==> src/sv/plf_pkg.sv <==
`timescale 1ns / 1ps
// ----------------------------------------------------------------------------
// plf_pkg
// Shared types, letter constants and small helpers for the 5x5 digraph
// cipher block.
// ----------------------------------------------------------------------------
package plf_pkg;

  localparam int unsigned LetterW    = 5;
  localparam int unsigned NumLetters = 26;
  localparam int unsigned NumCells   = 25;
  localparam int unsigned SideLen    = 5;
  localparam int unsigned CoordW     = 3;

  localparam logic [LetterW-1:0] LETTER_A = 5'd0;
  localparam logic [LetterW-1:0] LETTER_I = 5'd8;
  localparam logic [LetterW-1:0] LETTER_J = 5'd9;
  localparam logic [LetterW-1:0] LETTER_X = 5'd23;
  localparam logic [LetterW-1:0] LETTER_Z = 5'd25;

  localparam logic [LetterW-1:0] CELLS_FULL = 5'(NumCells);
  localparam logic [LetterW-1:0] FILL_END   = 5'(NumLetters);

  // Row/column step: one to encipher, four (minus one mod 5) to decipher
  localparam logic [CoordW-1:0] STEP_ENC = 3'd1;
  localparam logic [CoordW-1:0] STEP_DEC = 3'd4;

  typedef enum logic [1:0] {
    FUNC_CLEAR = 2'd0,
    FUNC_KEY   = 2'd1,
    FUNC_FILL  = 2'd2,
    FUNC_TEXT  = 2'd3
  } func_e;

  // Controller to datapath
  typedef struct packed {
    logic accept;    // input transfer this cycle
    logic fill_step; // place next alphabet letter during fill
    logic key_read;  // read the square at the pair's output cells
    logic out_sel;   // 0 shows first letter of pair, 1 the second
  } plf_cmd_t;

  // Datapath to controller
  typedef struct packed {
    func_e func;       // decoded function of the offered item
    logic  pair_valid; // offered text item yields a pair
    logic  pair_twice; // the same pair is emitted twice
    logic  fill_done;  // fill sweep finished
  } plf_status_t;

  // i and j share one position entry
  function automatic logic [LetterW-1:0] fold_addr(input logic [LetterW-1:0] l);
    return (l > LETTER_I) ? l - 5'd1 : l;
  endfunction

  function automatic logic [LetterW-1:0] pad_for(input logic [LetterW-1:0] l);
    return (l == LETTER_X) ? LETTER_A : LETTER_X;
  endfunction

  function automatic logic [CoordW-1:0] cell_row(input logic [LetterW-1:0] p);
    logic [CoordW-1:0] r;
    if (p < 5'd5) r = 3'd0;
    else if (p < 5'd10) r = 3'd1;
    else if (p < 5'd15) r = 3'd2;
    else if (p < 5'd20) r = 3'd3;
    else r = 3'd4;
    return r;
  endfunction

  function automatic logic [CoordW-1:0] cell_col(input logic [LetterW-1:0] p);
    logic [LetterW-1:0] base;
    logic [LetterW-1:0] diff;
    base = {2'b00, cell_row(p)} * 5'(SideLen);
    diff = p - base;
    return diff[CoordW-1:0];
  endfunction

  function automatic logic [CoordW-1:0] wrap_step(input logic [CoordW-1:0] v,
                                                  input logic [CoordW-1:0] s);
    logic [CoordW:0] sum;
    sum = {1'b0, v} + {1'b0, s};
    if (sum >= 4'(SideLen)) sum = sum - 4'(SideLen);
    return sum[CoordW-1:0];
  endfunction

  function automatic logic [LetterW-1:0] cell_index(input logic [CoordW-1:0] r,
                                                    input logic [CoordW-1:0] c);
    logic [LetterW-1:0] idx;
    idx = {2'b00, r} * 5'(SideLen) + {2'b00, c};
    return (idx < CELLS_FULL) ? idx : 5'd0;
  endfunction

endpackage

==> src/sv/plf_ctrl.sv <==
`timescale 1ns / 1ps
// ----------------------------------------------------------------------------
// plf_ctrl
// Sequencer: accepts items, runs the fill sweep, steps a pair through the
// square lookup and emits its two letters, once or twice.
// ----------------------------------------------------------------------------
module plf_ctrl
  import plf_pkg::*;
(
  input  logic        clk_i,
  input  logic        rst_ni,
  input  logic        in_valid_i,
  output logic        in_stall_o,
  output logic        out_valid_o,
  input  logic        out_stall_i,
  output logic        out_last_o,
  output plf_cmd_t    cmd_o,
  input  plf_status_t status_i
);

  typedef enum logic [2:0] {
    S_IDLE,
    S_FILL,
    S_KEY,
    S_EMIT0,
    S_EMIT1
  } state_e;

  state_e state_q, state_d;
  logic   repeat_q, repeat_d;
  logic   out_valid_q, out_valid_d;
  logic   out_sel_q, out_sel_d;
  logic   out_last_q, out_last_d;
  logic   accept;

  assign in_stall_o  = (state_q != S_IDLE);
  assign accept      = in_valid_i && !in_stall_o;
  assign out_valid_o = out_valid_q;
  assign out_last_o  = out_last_q;

  assign cmd_o.accept    = accept;
  assign cmd_o.fill_step = (state_q == S_FILL) && !status_i.fill_done;
  assign cmd_o.key_read  = (state_q == S_KEY);
  assign cmd_o.out_sel   = out_sel_q;

  // Next state and registered outputs
  always_comb begin
    state_d     = state_q;
    repeat_d    = repeat_q;
    out_valid_d = out_valid_q;
    out_sel_d   = out_sel_q;
    out_last_d  = out_last_q;
    case (state_q)
      S_IDLE: begin
        if (accept) begin
          case (status_i.func)
            FUNC_FILL: state_d = S_FILL;
            FUNC_TEXT: begin
              if (status_i.pair_valid) begin
                state_d  = S_KEY;
                repeat_d = status_i.pair_twice;
              end
            end
            default: state_d = S_IDLE;
          endcase
        end
      end
      S_FILL: begin
        if (status_i.fill_done) state_d = S_IDLE;
      end
      S_KEY: begin
        state_d     = S_EMIT0;
        out_valid_d = 1'b1;
        out_sel_d   = 1'b0;
        out_last_d  = 1'b0;
      end
      S_EMIT0: begin
        if (!out_stall_i) begin
          state_d    = S_EMIT1;
          out_sel_d  = 1'b1;
          out_last_d = !repeat_q;
        end
      end
      S_EMIT1: begin
        if (!out_stall_i) begin
          if (repeat_q) begin
            // second copy of the same pair
            state_d    = S_EMIT0;
            repeat_d   = 1'b0;
            out_sel_d  = 1'b0;
            out_last_d = 1'b0;
          end else begin
            state_d     = S_IDLE;
            out_valid_d = 1'b0;
            out_last_d  = 1'b0;
          end
        end
      end
      default: state_d = S_IDLE;
    endcase
  end

  // Hold state and registered outputs
  always_ff @(posedge clk_i or negedge rst_ni) begin
    if (!rst_ni) begin
      state_q     <= S_IDLE;
      repeat_q    <= 1'b0;
      out_valid_q <= 1'b0;
      out_sel_q   <= 1'b0;
      out_last_q  <= 1'b0;
    end else begin
      state_q     <= state_d;
      repeat_q    <= repeat_d;
      out_valid_q <= out_valid_d;
      out_sel_q   <= out_sel_d;
      out_last_q  <= out_last_d;
    end
  end

endmodule

==> src/sv/plf_datapath.sv <==
`timescale 1ns / 1ps
// ----------------------------------------------------------------------------
// plf_datapath
// Key square and letter position stores, square building, text pairing
// and the row/column/rectangle lookup.
// ----------------------------------------------------------------------------
module plf_datapath
  import plf_pkg::*;
(
  input  logic               clk_i,
  input  logic               rst_ni,
  input  logic               cfg_we_i,
  input  logic               cfg_wdata_i,
  input  logic [1:0]         func_i,
  input  logic [LetterW-1:0] letter_i,
  input  logic               last_i,
  input  plf_cmd_t           cmd_i,
  output plf_status_t        status_o,
  output logic [LetterW-1:0] out_letter_o
);

  // Stores: letter per cell, cell per letter (i and j folded)
  logic [LetterW-1:0] key_mem [NumCells];
  logic [LetterW-1:0] pos_mem [NumCells];

  logic                  mode_q;
  logic [NumLetters-1:0] used_q, used_d;
  logic [LetterW-1:0]    cells_q, cells_d;
  logic                  pend_valid_q, pend_valid_d;
  logic [LetterW-1:0]    pend_letter_q, pend_letter_d;
  logic [LetterW-1:0]    fill_k_q, fill_k_d;

  logic [LetterW-1:0] pos_a_q, pos_b_q;
  logic               dec_q;
  logic [LetterW-1:0] key_a_q, key_b_q;

  func_e              func;
  logic               letter_ok;
  logic               pair_valid, pair_twice;
  logic [LetterW-1:0] pair_a, pair_b;
  logic               place_en;
  logic [LetterW-1:0] place_letter;
  logic               room;

  assign func      = func_e'(func_i);
  assign letter_ok = (letter_i <= LETTER_Z);
  assign room      = (cells_q < CELLS_FULL);

  assign status_o.func       = func;
  assign status_o.pair_valid = pair_valid;
  assign status_o.pair_twice = pair_twice;
  assign status_o.fill_done  = (fill_k_q == FILL_END) || !room;

  // Pair up text letters and update the held letter
  always_comb begin
    pair_valid    = 1'b0;
    pair_twice    = 1'b0;
    pair_a        = pend_letter_q;
    pair_b        = letter_i;
    pend_valid_d  = pend_valid_q;
    pend_letter_d = pend_letter_q;
    if (mode_q) begin
      if (letter_ok && pend_valid_q) begin
        pair_valid   = 1'b1;
        pend_valid_d = 1'b0;
      end else if (letter_ok) begin
        pend_valid_d  = !last_i;
        pend_letter_d = letter_i;
      end else if (last_i) begin
        pend_valid_d = 1'b0;
      end
    end else begin
      if (letter_ok && !pend_valid_q) begin
        if (last_i) begin
          pair_valid = 1'b1;
          pair_a     = letter_i;
          pair_b     = pad_for(letter_i);
        end else begin
          pend_valid_d  = 1'b1;
          pend_letter_d = letter_i;
        end
      end else if (letter_ok && (pend_letter_q != letter_i)) begin
        pair_valid   = 1'b1;
        pend_valid_d = 1'b0;
      end else if (letter_ok) begin
        // doubled letter: pad the held one, keep the new one held; on the last item emit the pair twice
        pair_valid   = 1'b1;
        pair_b       = pad_for(pend_letter_q);
        pair_twice   = last_i;
        pend_valid_d = !last_i;
      end else if (last_i && pend_valid_q) begin
        pair_valid   = 1'b1;
        pair_b       = pad_for(pend_letter_q);
        pend_valid_d = 1'b0;
      end
    end
    if (!pend_valid_d) pend_letter_d = LETTER_A;
  end

  // Choose a letter to place into the next free cell
  always_comb begin
    place_en     = 1'b0;
    place_letter = letter_i;
    if (cmd_i.fill_step) begin
      place_letter = fill_k_q;
      place_en     = room && !used_q[fill_k_q];
    end else if (cmd_i.accept && (func == FUNC_KEY)) begin
      place_en = letter_ok && room && !used_q[letter_i];
    end
  end

  // Next values of the square-building and fill-sweep state
  always_comb begin
    used_d   = used_q;
    cells_d  = cells_q;
    fill_k_d = fill_k_q;
    if (place_en) begin
      used_d[place_letter] = 1'b1;
      if ((place_letter == LETTER_I) || (place_letter == LETTER_J)) begin
        used_d[LETTER_I] = 1'b1;
        used_d[LETTER_J] = 1'b1;
      end
      cells_d = cells_q + 5'd1;
    end
    if (cmd_i.fill_step) fill_k_d = fill_k_q + 5'd1;
    if (cmd_i.accept) begin
      case (func)
        FUNC_CLEAR: begin
          used_d  = '0;
          cells_d = '0;
        end
        FUNC_FILL: fill_k_d = '0;
        default: ;
      endcase
    end
  end

  always_ff @(posedge clk_i or negedge rst_ni) begin
    if (!rst_ni) begin
      mode_q        <= 1'b0;
      used_q        <= '0;
      cells_q       <= '0;
      pend_valid_q  <= 1'b0;
      pend_letter_q <= '0;
      fill_k_q      <= '0;
    end else begin
      if (cfg_we_i) mode_q <= cfg_wdata_i;
      used_q   <= used_d;
      cells_q  <= cells_d;
      fill_k_q <= fill_k_d;
      if (cmd_i.accept && (func == FUNC_CLEAR)) begin
        pend_valid_q  <= 1'b0;
        pend_letter_q <= '0;
      end else if (cmd_i.accept && (func == FUNC_TEXT)) begin
        pend_valid_q  <= pend_valid_d;
        pend_letter_q <= pend_letter_d;
      end
    end
  end

  // Write both stores when a letter is placed
  always_ff @(posedge clk_i) begin
    if (place_en) begin
      key_mem[cells_q]                <= place_letter;
      pos_mem[fold_addr(place_letter)] <= cells_q;
    end
  end

  // Look up both positions on the text transfer
  always_ff @(posedge clk_i) begin
    if (cmd_i.accept && (func == FUNC_TEXT) && pair_valid) begin
      pos_a_q <= pos_mem[fold_addr(pair_a)];
      pos_b_q <= pos_mem[fold_addr(pair_b)];
      dec_q   <= mode_q;
    end
  end

  // Apply the same-row, same-column or rectangle rule
  logic [CoordW-1:0]  r0, c0, r1, c1, step;
  logic [LetterW-1:0] idx0, idx1;

  always_comb begin
    r0   = cell_row(pos_a_q);
    c0   = cell_col(pos_a_q);
    r1   = cell_row(pos_b_q);
    c1   = cell_col(pos_b_q);
    step = dec_q ? STEP_DEC : STEP_ENC;
    if (r0 == r1) begin
      idx0 = cell_index(r0, wrap_step(c0, step));
      idx1 = cell_index(r0, wrap_step(c1, step));
    end else if (c0 == c1) begin
      idx0 = cell_index(wrap_step(r0, step), c0);
      idx1 = cell_index(wrap_step(r1, step), c0);
    end else begin
      idx0 = cell_index(r0, c1);
      idx1 = cell_index(r1, c0);
    end
  end

  always_ff @(posedge clk_i) begin
    if (cmd_i.key_read) begin
      key_a_q <= key_mem[idx0];
      key_b_q <= key_mem[idx1];
    end
  end

  assign out_letter_o = cmd_i.out_sel ? key_b_q : key_a_q;

endmodule

==> src/sv/playfair_digraph_cipher_top.sv <==
`timescale 1ns / 1ps
// Clear, key letter and unpaired text items leave the input open. A key end
// item sweeps one alphabet letter per cycle into the square until the
// alphabet ends or the square is full. A text item that completes a pair
// shows its first letter after a position read and then a square read; the
// input stays stalled until its letters are taken, also under output stalls.
// Reset clears fill state, held letter and mode; stores stay undefined.
// ----------------------------------------------------------------------------
// playfair_digraph_cipher_top
// 5x5 digraph cipher: builds the key square and enciphers or deciphers
// letter pairs.
// ----------------------------------------------------------------------------
module playfair_digraph_cipher_top
  import plf_pkg::*;
(
  input  logic               clk_i,
  input  logic               rst_ni,
  input  logic               cfg_we_i,
  input  logic               cfg_wdata_i,
  input  logic               in_valid_i,
  output logic               in_stall_o,
  input  logic [1:0]         func_i,
  input  logic [LetterW-1:0] letter_i,
  input  logic               last_i,
  output logic               out_valid_o,
  input  logic               out_stall_i,
  output logic [LetterW-1:0] out_letter_o,
  output logic               out_last_o
);

  plf_cmd_t    cmd;
  plf_status_t status;

  plf_ctrl u_ctrl (
    .clk_i       (clk_i),
    .rst_ni      (rst_ni),
    .in_valid_i  (in_valid_i),
    .in_stall_o  (in_stall_o),
    .out_valid_o (out_valid_o),
    .out_stall_i (out_stall_i),
    .out_last_o  (out_last_o),
    .cmd_o       (cmd),
    .status_i    (status)
  );

  plf_datapath u_datapath (
    .clk_i        (clk_i),
    .rst_ni       (rst_ni),
    .cfg_we_i     (cfg_we_i),
    .cfg_wdata_i  (cfg_wdata_i),
    .func_i       (func_i),
    .letter_i     (letter_i),
    .last_i       (last_i),
    .cmd_i        (cmd),
    .status_o     (status),
    .out_letter_o (out_letter_o)
  );

endmodule

==> config.mk <==
export PLATFORM = sky130hd
export DESIGN_NAME = playfair_digraph_cipher_top
export DESIGN_NICKNAME = d
export VERILOG_FILES = /design/src/sv/plf_pkg.sv /design/src/sv/plf_ctrl.sv /design/src/sv/plf_datapath.sv /design/src/sv/playfair_digraph_cipher_top.sv
export SDC_FILE = /design/constraint.sdc
export NUM_CORES = 1
export LEC_CHECK = 0
export ABC_AREA = 0
export BUFFER_PORTS_ARGS = -buffer_cell sky130_fd_sc_hd__buf_2
export CORE_AREA = 8 8 252 254
export CTS_BUF_LIST = sky130_fd_sc_hd__clkbuf_8 sky130_fd_sc_hd__clkbuf_16
export DETAILED_ROUTE_END_ITERATION = 6
export DIE_AREA = 0 0 260 262
export GPL_TIMING_DRIVEN = 0
export HOLD_SLACK_MARGIN = 0.06
export PLACE_DENSITY = 0.49
export SLEW_MARGIN = 25
export SYNTH_ARGS = -nofsm -noshare
export SYNTH_HDL_FRONTEND = slang
export SYNTH_HIERARCHICAL = 1
export SYNTH_SLANG_ARGS = --single-unit
export TNS_END_PERCENT = 1
==> constraint.sdc <==
create_clock -name clk_i -period 6.28 [get_ports clk_i]
set_clock_uncertainty 0.15 [all_clocks]
set_input_delay 0.628 -clock clk_i [delete_from_list [all_inputs] [get_ports clk_i]]
set_output_delay 0.628 -clock clk_i [all_outputs]
set_load 0.005 [all_outputs]
---- Word level (Yosys, flattened, before mapping) ----
Memory sizes are Yosys's and may differ from the RTL's. A register that Yosys moved wholly into a read port is not among the register bits.
Index checks and enable logic that the tools add are counted.
word-level totals
  output and inout port bits .............. 8
  logic and storage cells ................. 249
  flip-flop bits (word level) ............. 51
  RAM bits ................................ 250
  memories kept ........................... 2
memories
  memory              words  width  read ports  clocked after memory_dff  write ports  line                text
  u_datapath.key_mem  25     5      2           2                         1            plf_datapath.sv:23  logic [LetterW-1:0] key_mem [NumCells];
  u_datapath.pos_mem  25     5      2           2                         1            plf_datapath.sv:24  logic [LetterW-1:0] pos_mem [NumCells];
cells by class
  multiply operators ...................... 4
  bitwise operators ....................... 1
  order comparisons ....................... 27
  reduce and logical (&&, ||, !) cells .... 37
  mux-type cells .......................... 117
  eq/ne operators ......................... 28
  add/sub/neg operators ................... 21
operators with widths
  cell                   count
  $mux W5                40
  $mux W26               3
  $mux W3                24
  $lt A5 B5 Y1 const B   9
  $mux W1                39
  $add A5 B3 Y5          6
  $or A26 B26 Y26        1
  $lt A5 B4 Y1 const B   4
  $mul A3 B3 Y5 const B  4
  $lt A5 B6 Y1 const B   3
  $add A3 B3 Y4          4
  $ge A4 B3 Y1 const B   4
  $eq A5 B5 Y1 const B   3
  $gt A5 B4 Y1 const B   3
  $pmux W3 S5            1
  $reduce_and A5 Y1      3
  $sub A5 B1 Y5 const B  3
  $logic_and A1 B1 Y1    14
  $sub A3 B3 Y3 const B  4
  $add A5 B1 Y5 const B  2
  $bmux W1 S5            2
  $eq A5 B4 Y1 const B   2
  $lt A5 B3 Y1 const B   2
  $logic_not A1 Y1       8
  27 further kinds       47

---- Logic depth before layout (Yosys ltp) ----
Gate-level depths: netlist (run 1).
  depth in word-level cells ............... 16
  mapped depth ............................ 29
  depth with buffers taken out ............ 26

---- By module ----
Netlist (run 1), hierarchy kept.
modules (own cells, without submodules)
  module        area each (um^2)  cells an instance  instances
  plf_datapath  20188.1           1822               1
  plf_ctrl      455.4             52                 1

---- Least setup slack after synthesis (run 1) ----
Ideal clock, no wire load.
  kind .................................... flip-flop to flip-flop
  start point ............................. register u_datapath.pos_a_q[2] (read register of u_datapath.pos_mem)
  end point ............................... register u_datapath.key_a_q[3] (read register of u_datapath.key_mem), data pin
  cell stages (with the launch flop) ...... 27
  library setup time ...................... 0.262 ns
  arrival ................................. 5.747 ns
  setup slack ............................. 0.121 ns
  clock period less this slack ............ 6.159 ns
  cells stage by stage .................... edfxtp_1 o21ai_2 inv_1 a31o_2 inv_1 ha_1 inv_1 fa_1 ha_1 inv_1 ha_1 nor2b_1 o21ai_0 a211oi_1 mux2_2 fa_1 a21oi_1 nor2b_1 xnor2_1 nand2_1 a211oi_1 a31oi_2 buf_4 nor4_1 a32o_1 a211o_1 nor4_2
on the way
  cells in the longest elaborated chain, start to end .. 16
  elaborated cells between the ends (all ways) .. 35
  classes of those cells .................. add/sub: 8; mul: 2; order compare: 9; eq/ne: 2; mux: 14
ends and longest elaborated chain
  element                                                                line                 text
  start: declaration                                                     plf_datapath.sv:33   logic [LetterW-1:0] pos_a_q, pos_b_q;
  parallel branches: the longest is 15 deep, another holds $lt A5 B5 Y1  --
  $mux W5 *                                                              plf_datapath.sv:188  if (r0 == r1) begin
  end: declaration                                                       plf_datapath.sv:35   logic [LetterW-1:0] key_a_q, key_b_q;
Mark *: on every way between the ends. The select of a mux whose other input is x is not followed.
A chain may end at the register's enable or synchronous reset.

---- Final worst setup path (run 1) ----
  start point ............................. register u_datapath.pos_a_q[3] (read register of u_datapath.pos_mem)
  end point ............................... register u_datapath.key_a_q[0] (read register of u_datapath.key_mem), data pin
on the way
  cells in the longest elaborated chain, start to end .. 16
  elaborated cells between the ends (all ways) .. 35
  classes of those cells .................. add/sub: 8; mul: 2; order compare: 9; eq/ne: 2; mux: 14
ends and longest elaborated chain
  element                                                                 line                 text
  $lt A5 B5 Y1                                                            plf_pkg.sv:65        else if (p < 5'd20) r = 3'd3;
  $mux W3                                                                 plf_pkg.sv:65
  $mux W3                                                                 plf_pkg.sv:64        else if (p < 5'd15) r = 3'd2;
  $mux W3                                                                 plf_pkg.sv:63        else if (p < 5'd10) r = 3'd1;
  $mux W3 *                                                               plf_pkg.sv:62        if (p < 5'd5) r = 3'd0;
  parallel branches: the longest is 10 deep, another holds $mul A3 B3 Y5  --
  $mux W5 *                                                               plf_datapath.sv:188
Marked as above.

==> results of run 1 <==
[where the power goes]
part           switching, mW  internal (mW)
logic                   5.72           3.67
registers              0.326           2.93
clock network          0.892           1.26
total                   6.94           7.86
[per-layer routing]
layer	track usage	wire (microns)
met1	0.258	29500
met2	0.331	33200
met3	0.0252	3920
met4	0.0670	2300
met5	0	46
[logic make-up (layout without fill, tap and decap cells)]
group | count (synthesis) | count (layout) | share of synthesized area
AOI/OAI and AO/OA | 462 | 462 | 0.162
xor gates and xnor gates | 61 | 61 | 0.0289
adders and majority gates | 74 | 74 | 0.0476
buffers and inverters | 166 | 306 | 0.0418
DFF | 321 | 321 | 0.455
muxes | 216 | 216 | 0.127
and+or+nand+nor | 574 | 574 | 0.138
[area by class of cell]
| cell class | instances | area [sq um] |
|---|---|---|
| timing repair buffer | 70 | 557 |
| sequential | 321 | 9390 |
| tap | 782 | 978 |
| clock inverter | 30 | 240 |
| buffer | 112 | 741 |
| multi-input combinational | 1387 | 11100 |
| clock buffer | 40 | 978 |
| fill | 5676 | 35400 |
| inverter | 54 | 209 |
[sequential cells by signal (all words and copies together) (netlist names)]
signal / count
u_datapath/key_a_q: 5
u_ctrl/state_q: 3
u_datapath/pend_letter_q: 5
u_datapath/used_q: 26
u_datapath/cells_q: 5
u_ctrl/repeat_q: 1
u_datapath/pend_valid_q: 1
u_datapath/dec_q: 1
u_datapath/pos_b_q: 5
u_ctrl/out_valid_o: 1
u_ctrl/out_last_o: 1
u_datapath/pos_mem: 125
u_datapath/mode_q: 1
u_datapath/fill_k_q: 5
u_ctrl/out_sel_q: 1
u_datapath/pos_a_q: 5
u_datapath/key_b_q: 5
u_datapath/key_mem: 125
[path summary, 6_finish.rpt]
check,end,slack [ns],depth (start not counted)
setup / recovery,u_datapath/key_a_q[0],0.04,26
setup reg to reg,u_datapath/key_a_q[0],0.04,26
hold / removal,u_datapath/mode_q,0.12,2
min in group asynchronous,u_datapath/pend_letter_q[1],0.51,2
hold reg to reg,u_datapath/used_q[7],0.36,2
max in group asynchronous,u_datapath/cells_q[1],4.96,2
[cell usage in the layout, fill, tap and decap left out, types with 20 or more instances in the layout]
master and instances:
sky130_fd_sc_hd__a211oi_1 38, sky130_fd_sc_hd__a21oi_1 63, sky130_fd_sc_hd__buf_2 40, sky130_fd_sc_hd__buf_4 65, sky130_fd_sc_hd__clkbuf_1 37, sky130_fd_sc_hd__clkbuf_16 39
sky130_fd_sc_hd__dfrtp_1 46, sky130_fd_sc_hd__edfxtp_1 271, sky130_fd_sc_hd__ha_1 57, sky130_fd_sc_hd__inv_1 56, sky130_fd_sc_hd__mux2_2 44, sky130_fd_sc_hd__mux2i_1 127
sky130_fd_sc_hd__mux4_2 29, sky130_fd_sc_hd__nand2_1 186, sky130_fd_sc_hd__nand2b_1 22, sky130_fd_sc_hd__nand3_1 61, sky130_fd_sc_hd__nor2_1 132, sky130_fd_sc_hd__nor2b_1 20
sky130_fd_sc_hd__nor3_1 24, sky130_fd_sc_hd__o21ai_0 76, sky130_fd_sc_hd__o22ai_1 56, sky130_fd_sc_hd__xnor2_1 31
[timing repair]
action,4_1_cts,5_1_grt
setup buffers,22,25
pin swaps,18,48
hold buffers,1,0
cloned,0,1
gates resized for setup,74,94
endpoints found under the hold margin,50,0
endpoints found under the setup margin,129,112
==> metrics.txt, run 1 <==
num ports 22; DP Wirelength 50,400 microns; number of rows created at floorplan 90; Synth Cell Area approximately 21,000 sq um; number of input and output port buffers inserted 19; total die area between 60,000 and 70,000 sq um; syn_nets between 1,500 and 2,000; worst min path class primary input to register; worst slew slack as a fraction of its limit 0.239; Pre-antenna DRT Iters 5; Die Y 262 microns; portion of synthesized cell area occupied by the leading cell type 0.394; count of inserted antenna diode cells 0; Clock Pin Slew Worst Setup and Hold Paths 0.06 ns; peak ir drop on the vdd network roughly 0.28 mV; transition time of the tightest slew-check pin between 1 and 1.5 ns; wire length of the first global-routing pass slightly above 100,000 microns; placeable core region around 60,000 sq um; fraction of registers with async set or reset after synthesis 0.156; worst hold slack ~0.12 ns; number of instances in the placed design 2,677; Buffers & Inverters on Critical Path 5; crit share post-route 0.994; H-tree lvl count 2; Final WS setup about 0.036 ns; vias in the first global route roughly 16,000; worst setup path class register to register; Max Cap Viol 0; dominant cell by count in the synthesized netlist sky130_fd_sc_hd__edfxtp_1; required time at the worst-slack endpoint between 6 and 7 ns; source-to-sink clock delay at the later pin of the worst-skew pair between 0.5 and 0.6 ns; post-route design area 24,200 sq um; commonest register cell after synthesis sky130_fd_sc_hd__edfxtp_1; most area-consuming cells after synthesis sky130_fd_sc_hd__edfxtp_1, sky130_fd_sc_hd__mux2i_1, sky130_fd_sc_hd__dfrtp_1; critical path launch point type register; final RePlAce weighted congestion 0.929; global route overflow 0; Largest stage delay, worst path approximately 0.53 ns; most frequent cells after synthesis sky130_fd_sc_hd__edfxtp_1, sky130_fd_sc_hd__nand2_1, sky130_fd_sc_hd__nor2_1, sky130_fd_sc_hd__mux2i_1, sky130_fd_sc_hd__o21ai_0; Final Net Count 2,071; post-synthesis cell type with the largest combined area sky130_fd_sc_hd__edfxtp_1; via count roughly 16,000; clock buffer count from CTS 38; via density per instance slightly below 6; number of antenna violations at the first check in global routing 2; DR DRC count 0; data arrival time of the worst path approximately 6.4 ns; maximum number of pins on one net before global-route repair approximately 50; Synth warnings 6; beginning of the critical path u_datapath/pos_a_q[3]; CTS Root Buffer Type sky130_fd_sc_hd__clkbuf_16; largest fanout of any net on the critical path 5; time the final worst path needs with I/O delays and setup around 6.2 ns; setup repair after global routing missed its margin true; Placed Area ~22,000 sq um; Final Total Pwr approximately 15 mW; share of cells above drive strength 1 0.223; final wirelength 69,000 microns; antenna-violating nets left 0; # clock sinks between 300 and 400; number of endpoints with negative hold slack in the final report 0; Post-Route Setup TNS 0 ns; Setup violations, final 0; Avg WL per Cell 24.7 microns; Post-Synthesis Cells around 1,900; post-synthesis to final-layout area growth 17.2%; worst reg2reg startpoint u_datapath/pos_a_q[3]; highest achievable clock rate around 0.16 GHz; initial standard-cell utilization of the core 0.347; chip width 260 microns; CP max-delay cell sky130_fd_sc_hd__xnor3_2; Max Root-Sink Buffers 3; result of the run finished clean; Post-Place Worst Slack -1.28 ns; CTS tree yes; Worst Setup End Kind register; final core utilization 0.406; Non-Filler Instances approximately 2,800; global routing usage summed across all routing layers 0.196; Worst Min Path Start cfg_we_i; Cell variety after synth 113; number of flops mapped to enable cells by yosys ~270; reported leakage power 8.96 nW; cell class contributing the biggest share of worst-path delay compound AO/OA/AOI/OAI gates; mean area per synthesized cell roughly 11 sq um; power per cell area 612 nW/um^2; Pins Over Slew Limit 0; flops & latches, synth approximately 320; sequential element share of the synthesized area 0.455; number of violations reported at the end of detailed-routing iteration 0 between 1,500 and 2,000
Note: power is estimated with default switching activity, not from simulation.
==> run 2, diff against run 1 <==
--- a/config.mk
+++ b/config.mk
@@ -7,10 +7,10 @@
 export LEC_CHECK = 0
 export ABC_AREA = 0
 export BUFFER_PORTS_ARGS = -buffer_cell sky130_fd_sc_hd__buf_2
-export CORE_AREA = 8 8 252 254
+export CORE_AREA = 3 3 247 249
 export CTS_BUF_LIST = sky130_fd_sc_hd__clkbuf_8 sky130_fd_sc_hd__clkbuf_16
 export DETAILED_ROUTE_END_ITERATION = 6
-export DIE_AREA = 0 0 260 262
+export DIE_AREA = 0 0 250 252
 export GPL_TIMING_DRIVEN = 0
 export HOLD_SLACK_MARGIN = 0.06
 export PLACE_DENSITY = 0.49
==> run 2 against run 1 <==
Compared with the run above: register-to-register slack improved by 0.10 ns; global-route usage rose by 1.6 points; routed wire length barely moved; sequential cell count unchanged; clock-buffer cell count down 5; critical endpoint is now u_datapath/key_a_q[3]; critical path type unchanged.
==> metrics.txt, run 2 (same netlist as run 1, synthesis figures left out) <==
Pins Over Slew Limit 0 (unchanged); Final Total Pwr 14.9 mW (+0.40%); worst slew slack as a fraction of its limit 0.322 (+0.0836); area taken by flip-flops and latches 9390 sq um (unchanged); number of violations reported at the end of detailed-routing iteration 0 1,499 (-3.4%); required time at the worst-slack endpoint 6.43 ns (about the same); # clock sinks 321 (unchanged); global route overflow 0 (unchanged); Int Power 7.94 mW (+1.1%); Pre-antenna DRT Iters 5 (unchanged); met1 wire length 29,500 microns (-0.17%); vias in the first global route 16,000 (-0.96%); most common cell after layout, fill and taps aside sky130_fd_sc_hd__edfxtp_1; Post-Place Worst Slack -1.19 ns (+0.0906 ns); Clock Pin Slew Worst Setup and Hold Paths 0.06 ns (about the same); clock buffer count from CTS 35 (-7.9%); antenna-violating nets left 0 (unchanged); placeable core region 58,900 sq um (-1.1%); crit share post-route 0.978 (-0.0161); Final Net Count 2,079 (+0.39%); Max Root-Sink Buffers 3 (unchanged); peak ir drop on the vdd network 0.262 mV (-5.4%); time the final worst path needs with I/O delays and setup 6.14 ns (-0.101 ns); count of inserted antenna diode cells 0 (unchanged); chip width 250 microns (-3.8%); post-synthesis to final-layout area growth 18.6%; maximum number of pins on one net before global-route repair 51 (unchanged); largest fanout of any net on the critical path 5 (unchanged); DR WL met2 33,700 microns (+1.5%); Avg WL per Cell 24.8 microns (+0.37%); final wirelength 68,900 microns (about the same); setup repair after global routing missed its margin true; post-route design area 24,500 sq um (+1.2%); power spent charging and discharging nets 6.91 mW (-0.41%); count of filler cells inserted in the layout 5,587 (-1.6%); Gate power share 0.649 (+0.014); highest achievable clock rate 0.163 GHz (+1.6%); worst hold slack 0.120 ns (+0.00294 ns); portion of total power attributed to sequential cells 0.220 (about the same); DR DRC count 0 (unchanged); Die Y 252 microns (-3.8%); transition time of the tightest slew-check pin 1.01 ns (-0.124 ns); number of instances in the placed design 2,668 (-0.34%); data arrival time of the worst path 6.29 ns (-0.09 ns); result of the run finished clean; number of antenna violations at the first check in global routing 2 (unchanged); reported leakage power 8.99 nW (+0.33%); CTS tree yes; number of input and output port buffers inserted 19 (unchanged); Final WS setup 0.137 ns (+0.101 ns); worst setup path class register to register; initial standard-cell utilization of the core 0.350 (+0.00389); number of rows created at floorplan 89 (-1.1%); switching part of the total 0.465 (-0.00378); hold path cells 2 (unchanged); Reg2Reg Depth 25 (-3.8%); uppermost layer routed met5; Post-Route Setup TNS 0 ns (unchanged); source-to-sink clock delay at the later pin of the worst-skew pair 0.56 ns (about the same); H-tree lvl count 2 (unchanged); wire length of the first global-routing pass 102,000 microns (-0.52%); Worst Setup End Kind register; num ports 22 (unchanged); DP Wirelength 50,200 microns (-0.38%); Setup violations, final 0 (unchanged); final RePlAce weighted congestion 0.934 (+0.51%); via count 16,400 (+0.85%); via density per instance 5.88 (+1.3%); power per cell area 606 nW/um^2 (-0.83%); Max Cap Viol 0 (unchanged); area of combinational cells with multiple inputs 11,400 sq um (+2.6%); CTS Root Buffer Type sky130_fd_sc_hd__clkbuf_16; worst min path class primary input to register; critical path launch point type register; largest registers in the final layout u_datapath/key_mem: 125 flops, u_datapath/pos_mem: 125 flops, u_datapath/used_q: 26 flops; Placed Area 21,800 sq um (about the same); most used cells in the layout excluding fill and tap cells sky130_fd_sc_hd__edfxtp_1, sky130_fd_sc_hd__nand2_1, sky130_fd_sc_hd__nor2_1; sum of met3 wire segment lengths after detailed routing 3680 microns (-6.1%); final core utilization 0.416 (+0.00964); number of endpoints with negative hold slack in the final report 0 (unchanged); Clk network pwr share 0.131 (-0.014); total die area 63,000 sq um (-7.5%); Non-Filler Instances 2,784 (-0.43%); share of cells above drive strength 1 0.237 (+0.0143); global routing usage summed across all routing layers 0.212 (+0.0157)
==> run 2: changes by cell type in the layout (fill, tap and decap cells not counted), sizes merged <==
cell	before	now
clkinvlp	4	2
bufinv	3	2
buf	138	147
clkbuf	83	80
inv	66	60
==> run 2: final cells by class <==
class	instances	share of cell area
well taps	773	0.0395
clock buffers	35	0.0358
inverters	54	0.00894
multi-input cells	1387	0.465
plain buffers	112	0.0306
clock inverters	21	0.00736
flip-flops and latches	321	0.384
repair buffers	81	0.0294
==> run 2: what timing repair did <==
item	4_1_cts	5_1_grt
hold endpoints to repair	50	0
gates cloned	0	4
setup buffers	27	29
pin swaps	26	64
gates resized for setup	97	130
setup endpoints to repair	135	135
hold buffers	1	0
==> run 2: final timing paths <==
kind                            slack (ns)                  start                     endpoint
worst min-delay path                  0.12               cfg_we_i            u_datapath/mode_q
min in group asynchronous             0.50                 rst_ni  u_datapath/pend_letter_q[2]
worst min register to register        0.36  u_datapath/used_q[22]        u_datapath/used_q[22]
worst max register to register        0.14  u_datapath/pos_a_q[2]        u_datapath/key_a_q[3]
max in group asynchronous             4.98                 rst_ni        u_datapath/cells_q[0]
worst max-delay path                  0.14  u_datapath/pos_a_q[2]        u_datapath/key_a_q[3]
==> run 2: power by group through the flow <==
stage               clock, mW  combinational [mW]  sequential (mW)
finish                   1.95                9.65             3.26
global route             2.10                10.3             3.31
CTS                      2.01                8.70             3.27
detailed placement          0                8.06             3.30
global placement            0                7.95             3.31
floorplan                   0                5.62             3.13
==> run 2: per-layer routing <==
layer / up-vias / global-route usage
met1: 8260 / 0.279
met4: 4 / 0.0630
met5: - / 0
li1: 7431 / -
met2: 550 / 0.366
met3: 126 / 0.0279
==> run 2: critical path, stage by stage (launching register included) <==
cell                         delay [ns]
sky130_fd_sc_hd__edfxtp_1          0.52
sky130_fd_sc_hd__buf_6             0.15
sky130_fd_sc_hd__o211ai_1          0.10
sky130_fd_sc_hd__a31o_4            0.26
sky130_fd_sc_hd__clkinvlp_4        0.13
sky130_fd_sc_hd__ha_4              0.14
sky130_fd_sc_hd__inv_1             0.04
sky130_fd_sc_hd__fa_2              0.32
sky130_fd_sc_hd__xnor3_2           0.48
sky130_fd_sc_hd__ha_1              0.42
sky130_fd_sc_hd__nor3b_2           0.09
sky130_fd_sc_hd__a211oi_4          0.29
sky130_fd_sc_hd__xnor2_1           0.14
sky130_fd_sc_hd__ha_2              0.21
sky130_fd_sc_hd__fa_2              0.38
sky130_fd_sc_hd__a21oi_2           0.18
sky130_fd_sc_hd__nor2b_2           0.07
sky130_fd_sc_hd__xnor2_2           0.15
sky130_fd_sc_hd__buf_4             0.19
sky130_fd_sc_hd__a211oi_4          0.29
sky130_fd_sc_hd__a31oi_4           0.11
sky130_fd_sc_hd__buf_4             0.19
sky130_fd_sc_hd__nor4bb_4          0.40
sky130_fd_sc_hd__and3_1            0.27
sky130_fd_sc_hd__a211o_1           0.16
sky130_fd_sc_hd__nor4_4            0.06
